<file path="config.mk">
export PLATFORM = sky130hd
export DESIGN_NAME = swk_queue
export DESIGN_NICKNAME = d
export VERILOG_FILES = /design/src/rtl/swerve_wheel_kinematics_core_defines.svh /design/src/rtl/swk_pkg.sv /design/src/rtl/swk_queue.sv
export SDC_FILE = /design/constraint.sdc
export NUM_CORES = 1
export LEC_CHECK = 0
export BUFFER_PORTS_ARGS = -buffer_cell sky130_fd_sc_hd__buf_2
export CORE_MARGIN = 8
export CORE_UTILIZATION = 55
export DETAILED_ROUTE_END_ITERATION = 10
export PLACE_DENSITY = 0.77
export SKIP_CTS_REPAIR_TIMING = 1
export SYNTH_ARGS = -nofsm -noshare
export SYNTH_HDL_FRONTEND = slang
export SYNTH_SLANG_ARGS = --single-unit
</file>
<file path="constraint.sdc">
create_clock -name clk -period 6.8 [get_ports clk]
set_clock_uncertainty 0.1 [all_clocks]
set_input_delay 1.36 -clock clk [delete_from_list [all_inputs] [get_ports clk]]
set_output_delay 1.36 -clock clk [all_outputs]
set_load 0.01 [all_outputs]
</file>
<file path="src/rtl/swerve_wheel_kinematics_core_defines.svh">
// ----------------------------------------------------------------------------
// Swerve wheel kinematics assertion macros
// Concurrent check wrappers that drop out when ASSERT_OFF is defined.
// ----------------------------------------------------------------------------
`ifndef SWERVE_WHEEL_KINEMATICS_CORE_DEFINES_SVH
`define SWERVE_WHEEL_KINEMATICS_CORE_DEFINES_SVH

`ifndef ASSERT_OFF
// Implication checked at every clock edge outside reset.
`define SWK_ASSERT_IMP(name, ante, cons) \
	name: assert property (@(posedge clk) disable iff (!arst_n) (ante) |-> (cons)) \
		else $error("swk check failed");
// Invariant checked at every clock edge outside reset.
`define SWK_ASSERT_ALWAYS(name, expr) \
	name: assert property (@(posedge clk) disable iff (!arst_n) (expr)) \
		else $error("swk check failed");
`else
`define SWK_ASSERT_IMP(name, ante, cons)
`define SWK_ASSERT_ALWAYS(name, expr)
`endif

`endif

</file>
<file path="src/rtl/swk_pkg.sv">
// ----------------------------------------------------------------------------
// Swerve wheel kinematics package
// Widths, constants, shared types and the CORDIC arctangent table.
// ----------------------------------------------------------------------------
`timescale 1ns / 1ps
`default_nettype none

package swk_pkg;

	localparam int CORDIC_STAGES = 16;

	// port field widths
	localparam int SPD_W      = 14;
	localparam int IDX_W      = 2;
	localparam int ANG_W      = 12;
	localparam int WSPD_W     = 16;
	localparam int RPM_W      = 8;
	localparam int WB_W       = 12;
	localparam int TRK_W      = 12;
	localparam int RAD_W      = 10;
	localparam int CFG_DATA_W = 12;
	localparam int CFG_IDX_W  = 2;

	// wheel vector components, scaled by 2000
	localparam int XW   = 27;
	localparam int AW   = 26;
	localparam int SQ_W = 2 * AW;
	localparam logic signed [XW-1:0] CMD_SCALE = XW'(2000);

	// square root: one result bit per stage
	localparam int SQW      = 54;
	localparam int SQ_STEPS = 27;
	localparam int RT_W     = 27;

	// CORDIC datapath
	localparam int CW     = 29;
	localparam int ZW     = 23;
	localparam int ATAN_W = 21;

	// root / 2000 = (root >> 4) / 125 by reciprocal, exact for 23-bit operands
	localparam int RECIP_SHIFT = 30;
	localparam int RECIP_W     = 24;
	localparam logic [RECIP_W-1:0] DIV125_K = 24'd8589935;
	localparam int Q_W = 47;

	// angle conversion, 2^-20 rad to mrad
	localparam int ZP_W = 32;
	localparam logic [9:0] MRAD_SCALE = 10'd1000;
	localparam int MRAD_SHIFT = 20;
	localparam logic [ANG_W-1:0] MRAD_MAX = 12'd1571;

	// rpm = speed * 60 * 2^16 / (411775 * radius)
	localparam int NUM_W = 38;
	localparam int DEN_W = 29;
	localparam int REM_W = 39;
	localparam logic [21:0] RPM_SCALE   = 22'd3932160;
	localparam logic [18:0] TWO_PI_Q16  = 19'd411775;

	localparam logic [IDX_W-1:0] IDX_LAST4 = 2'd3;
	localparam logic [IDX_W-1:0] IDX_LAST2 = 2'd1;

	localparam int QDEPTH = 4;
	localparam int QPTR_W = $clog2(QDEPTH);
	localparam int QCNT_W = $clog2(QDEPTH + 1);

	typedef enum logic [CFG_IDX_W-1:0] {
		REG_STEER_MODE,
		REG_WHEELBASE,
		REG_TRACK,
		REG_RADIUS
	} cfg_reg_t;

	typedef enum logic [1:0] {
		CLS_ZERO,
		CLS_XZERO,
		CLS_YZERO,
		CLS_OBLIQUE
	} wheel_cls_t;

	typedef struct packed {
		logic             steer_mode;
		logic [WB_W-1:0]  wheelbase_mm;
		logic [TRK_W-1:0] track_mm;
		logic [RAD_W-1:0] wheel_radius_mm;
	} cfg_t;

	typedef struct packed {
		logic [IDX_W-1:0]     idx;
		logic                 last;
		wheel_cls_t           cls;
		logic                 yaw_pos;
		logic signed [XW-1:0] x;
		logic signed [XW-1:0] y;
	} wheel_job_t;

	typedef struct packed {
		logic [IDX_W-1:0] idx;
		logic             last;
		wheel_cls_t       cls;
		logic             yaw_pos;
		logic             flip;
	} wheel_meta_t;

	typedef struct packed {
		wheel_meta_t       meta;
		logic [WSPD_W-1:0] spd;
		logic [ANG_W-1:0]  ang;
	} wheel_res_t;

	// atan(2^-i) in units of 2^-20 rad
	function automatic logic [ATAN_W-1:0] atan_entry(input int unsigned i);
		logic [ATAN_W-1:0] v;
		case (i)
			0: v = 21'd823550;
			1: v = 21'd486170;
			2: v = 21'd256879;
			3: v = 21'd130396;
			4: v = 21'd65451;
			5: v = 21'd32757;
			6: v = 21'd16383;
			7: v = 21'd8192;
			8: v = 21'd4096;
			9: v = 21'd2048;
			10: v = 21'd1024;
			11: v = 21'd512;
			12: v = 21'd256;
			13: v = 21'd128;
			14: v = 21'd64;
			15: v = 21'd32;
			16: v = 21'd16;
			17: v = 21'd8;
			18: v = 21'd4;
			19: v = 21'd2;
			20: v = 21'd1;
			default: v = '0;
		endcase
		return v;
	endfunction

endpackage

`default_nettype wire

</file>
<file path="src/rtl/swk_queue.sv">
// ----------------------------------------------------------------------------
// Swerve wheel job queue
// Small register FIFO between the command front end and the wheel pipeline.
// ----------------------------------------------------------------------------
`timescale 1ns / 1ps
`default_nettype none

module swk_queue import swk_pkg::*; (
	input  logic       clk,
	input  logic       arst_n,
	input  logic       in_valid,
	output logic       in_ready,
	input  wheel_job_t in_data,
	output logic       out_valid,
	input  logic       out_ready,
	output wheel_job_t out_data
);

	wheel_job_t          mem_q [QDEPTH];
	logic [QPTR_W-1:0]   wr_q;
	logic [QPTR_W-1:0]   rd_q;
	logic [QCNT_W-1:0]   cnt_q;
	logic                push;
	logic                pop;

	assign in_ready  = (cnt_q != QCNT_W'(QDEPTH));
	assign out_valid = (cnt_q != '0);
	assign out_data  = mem_q[rd_q];
	assign push      = in_valid && in_ready;
	assign pop       = out_valid && out_ready;

	always_ff @(posedge clk) begin
		if (push) begin
			mem_q[wr_q] <= in_data;
		end
	end

	always_ff @(posedge clk or negedge arst_n) begin
		if (!arst_n) begin
			wr_q  <= '0;
			rd_q  <= '0;
			cnt_q <= '0;
		end else begin
			if (push) begin
				wr_q <= wr_q + 1'b1;
			end
			if (pop) begin
				rd_q <= rd_q + 1'b1;
			end
			if (push && !pop) begin
				cnt_q <= cnt_q + 1'b1;
			end else if (pop && !push) begin
				cnt_q <= cnt_q - 1'b1;
			end
		end
	end

endmodule

`default_nettype wire

</file>
==> metrics.yaml <==
run_status:
  status: "finished clean"
detailed_routing:
  drtIter0Drc: 206
  vias: 4010
  dr.pass1.iters: 4
  wl_per_cell_um: 22.2
  antenna_left: 0
  routed_via_density: 5.53
  drcViolationCount: 0
  routed_wl_um: 16100
cells_and_area:
  stdcell_count: 725
  fin_util_pct: 65.4
  layout_common_cells: "edfxtp_1 (240), buf_2 (125), mux4_2 (58), clkbuf_16 (25), clkbuf_1 (7)"
  syn_to_final_growth_pct: 17.3
  drive_gt1_share_pct: 45.0
  layout_commonest_cell: "edfxtp_1"
  fin_nets: 559
  diodes: 0
worst_setup_path:
  r2r_start: "cnt_q[1]"
  reg2regPathDepth: 8
  end_kind: "output port"
  critical_path_class: "flip-flop to output port"
  cp-start-kind: "flip-flop"
  rr_endpoint: "cnt_q[2]"
  worstPathRequired_ps: 5340
  cp_cell_sequence: "buf_4 > mux4_1 > buf_2"
  critPathMaxFanout: 32
  slowest_stage: "dfrtp_4"
  cp.arrival_ps: 2750
  rrSetupSlack_ps: 4510
  critPathMaxStageDelay_ps: 820
grt:
  antenna_found_initial: 2
  grtUsageTotal_pct: 15.8
  grt_pass1_wl_um: 24600
  grt_pass1_vias: 4512
  overflow: 0
  grt_max_degree: 62
synth:
  synthSimpleGateAreaFrac_pct: 0.561
  async_reset_ff_share_pct: 2.83
  ys_ff_latch: 247
  synth_xor_area_share_pct: 0.575
  synth_ff_type: "edfxtp_1"
  synth.distinct_cells: 20
  synth_cells: 349
  synth_nets: 419
  yosys.area_share.adder_pct: 0.904
  synth_top_family_by_area: "multiplexers"
  ys_warn_count: 0
  syn_area_per_cell_um2: 26.2
  synth_edf_count: 240
  syn_area_um2: 9140
  yosys-mux-area-fraction_pct: 15.1
  yosysSeqAreaShare_pct: 80.8
  synth_compound_area_share_pct: 0.123
place:
  place_ws_ps: 3000
  globalplace.congestion: 0.681
  dp_hpwl_um: 9600
  dp.cells: 682
  numPortBuffers: 125
hold_path:
  hold_class: "flip-flop to flip-flop"
  holdPathEnd: "cnt_q[2]"
  min_from: "cnt_q[2]"
  hold_path_depth: 1
sta:
  tightest_slew_ps: 929
  hold_violations: 0
  period_share_pct: 61.9
  setup_violations: 0
  slew_headroom_pct: 38.1
  fmax_mhz: 237
  setup_slack_ps: 2590
  finalCriticalPeriod_ps: 4210
  slew_violations: 0
  final.setup.tns_ps: 0
  rsz0062_at_grt: "no"
power_and_ir_drop:
  internal-power_mw: 3.46
  combPwrFrac_pct: 26.8
  power.density_nw_per_um2: 447
  finalPower_mw: 4.79
  seq_power_share_pct: 44.9
  netSwitchingPower_mw: 1.33
  leakagePower_nw: 3.68
  p_sw_share_pct: 27.7
  vdd_drop_max_mv: 0.328
  power.share.clock_pct: 28.3
cts:
  cts_root_buf: "clkbuf_16"
  clk_pin_slew_ps: 60
  numCtsBuffers: 25
  cts_num_sinks: 247
  cts_buffer_depth: 3
  tritoncts: "yes"
  clk-insertion-delay-late_ps: 510
  htreeDepth: 1
run:
  drv_cap: 0
die:
  coreArea_um2: 16400
  ios: 126
  start_util_pct: 55.7
  die_area_um2: 21000
  dieWidth_um: 145
  die_y_um: 145
  rows: 47
==> synthesized netlist by cell type, types with 3 or more instances <==
master,instances,share of area [%]
edfxtp_1,240,79
mux4_2,58,14
dfrtp_1,7,1.9
buf_12,6,1.3
buf_2,6,0.33
ha_1,5,0.68
and2_1,4,0.27
xnor2_1,4,0.38
inv_1,3,0.12
==> area by class of cell <==
| cell class | instances | area (um^2) |
|---|---|---|
| flip-flops and latches | 247 | 7390 |
| fillers | 1068 | 5680 |
| multi-input cells | 85 | 1590 |
| clock buffers | 33 | 666 |
| repair buffers | 127 | 641 |
| well taps | 220 | 275 |
| clock inverters | 10 | 154 |
| inverters | 3 | 11.3 |
==> per-layer routing <==
metal  routed length (um)  track usage, %
met4                  239            3.89
met2                 8360            27.6
met3                 1230            4.23
met1                 6260            19.0
met5                   21               0
==> sequential cells by signal, indices dropped and copies added, names as in the netlist <==
register,cells
cnt_q,3
wr_q,2
rd_q,2
mem_q,240
==> power by group through the flow <==
stage               combinational, mW  sequential [mW]  clock, mW
detailed placement               1.32             2.19          0
floorplan                       0.977             2.11          0
global placement                 1.30             2.16          0
finish                           1.28             2.15       1.36
CTS                              1.32             2.16       1.39
global route                     1.38             2.18       1.45
==> critical path: cells and delay by family (launching register included) <==
family | cells | cell delay, ps
DFF | 1 | 820
buffers and inverters | 2 | 780
muxes | 1 | 630
==> per-stage QoR <==
step / area, um^2 / hold WS [ps]
after floorplan: 9140 / 393
after global placement: 9900 / 412
after detailed placement: 9900 / 416
after CTS: 10700 / 428
after global routing: 10700 / 445
final: 10700 / 427
==> worst max path at each step <==
stage | startpoint | end | slack (ps) | cells after the start
6_report | rd_q[0] | out_data[55] | 2590 | 3
5_1_grt | rd_q[0] | out_data[56] | 2370 | 3
4_1_cts | rd_q[0] | out_data[55] | 2460 | 3
3_5_place_dp | rd_q[0] | out_data[55] | 3000 | 3
3_3_place_gp | rd_q[0] | out_data[55] | 3000 | 3
2_1_floorplan | in_valid | mem_q[0][0] | 3190 | 2
==> cell families (layout without fill, tap and decap cells) <==
kind of cell | Yosys count | in the layout
compound gates | 1 | 1
buf+inv | 17 | 173
simple gates | 10 | 10
fa+ha+maj | 6 | 6
mux | 62 | 62
xor+xnor | 6 | 6
flops | 247 | 247
(Power assumes the default switching activity.)
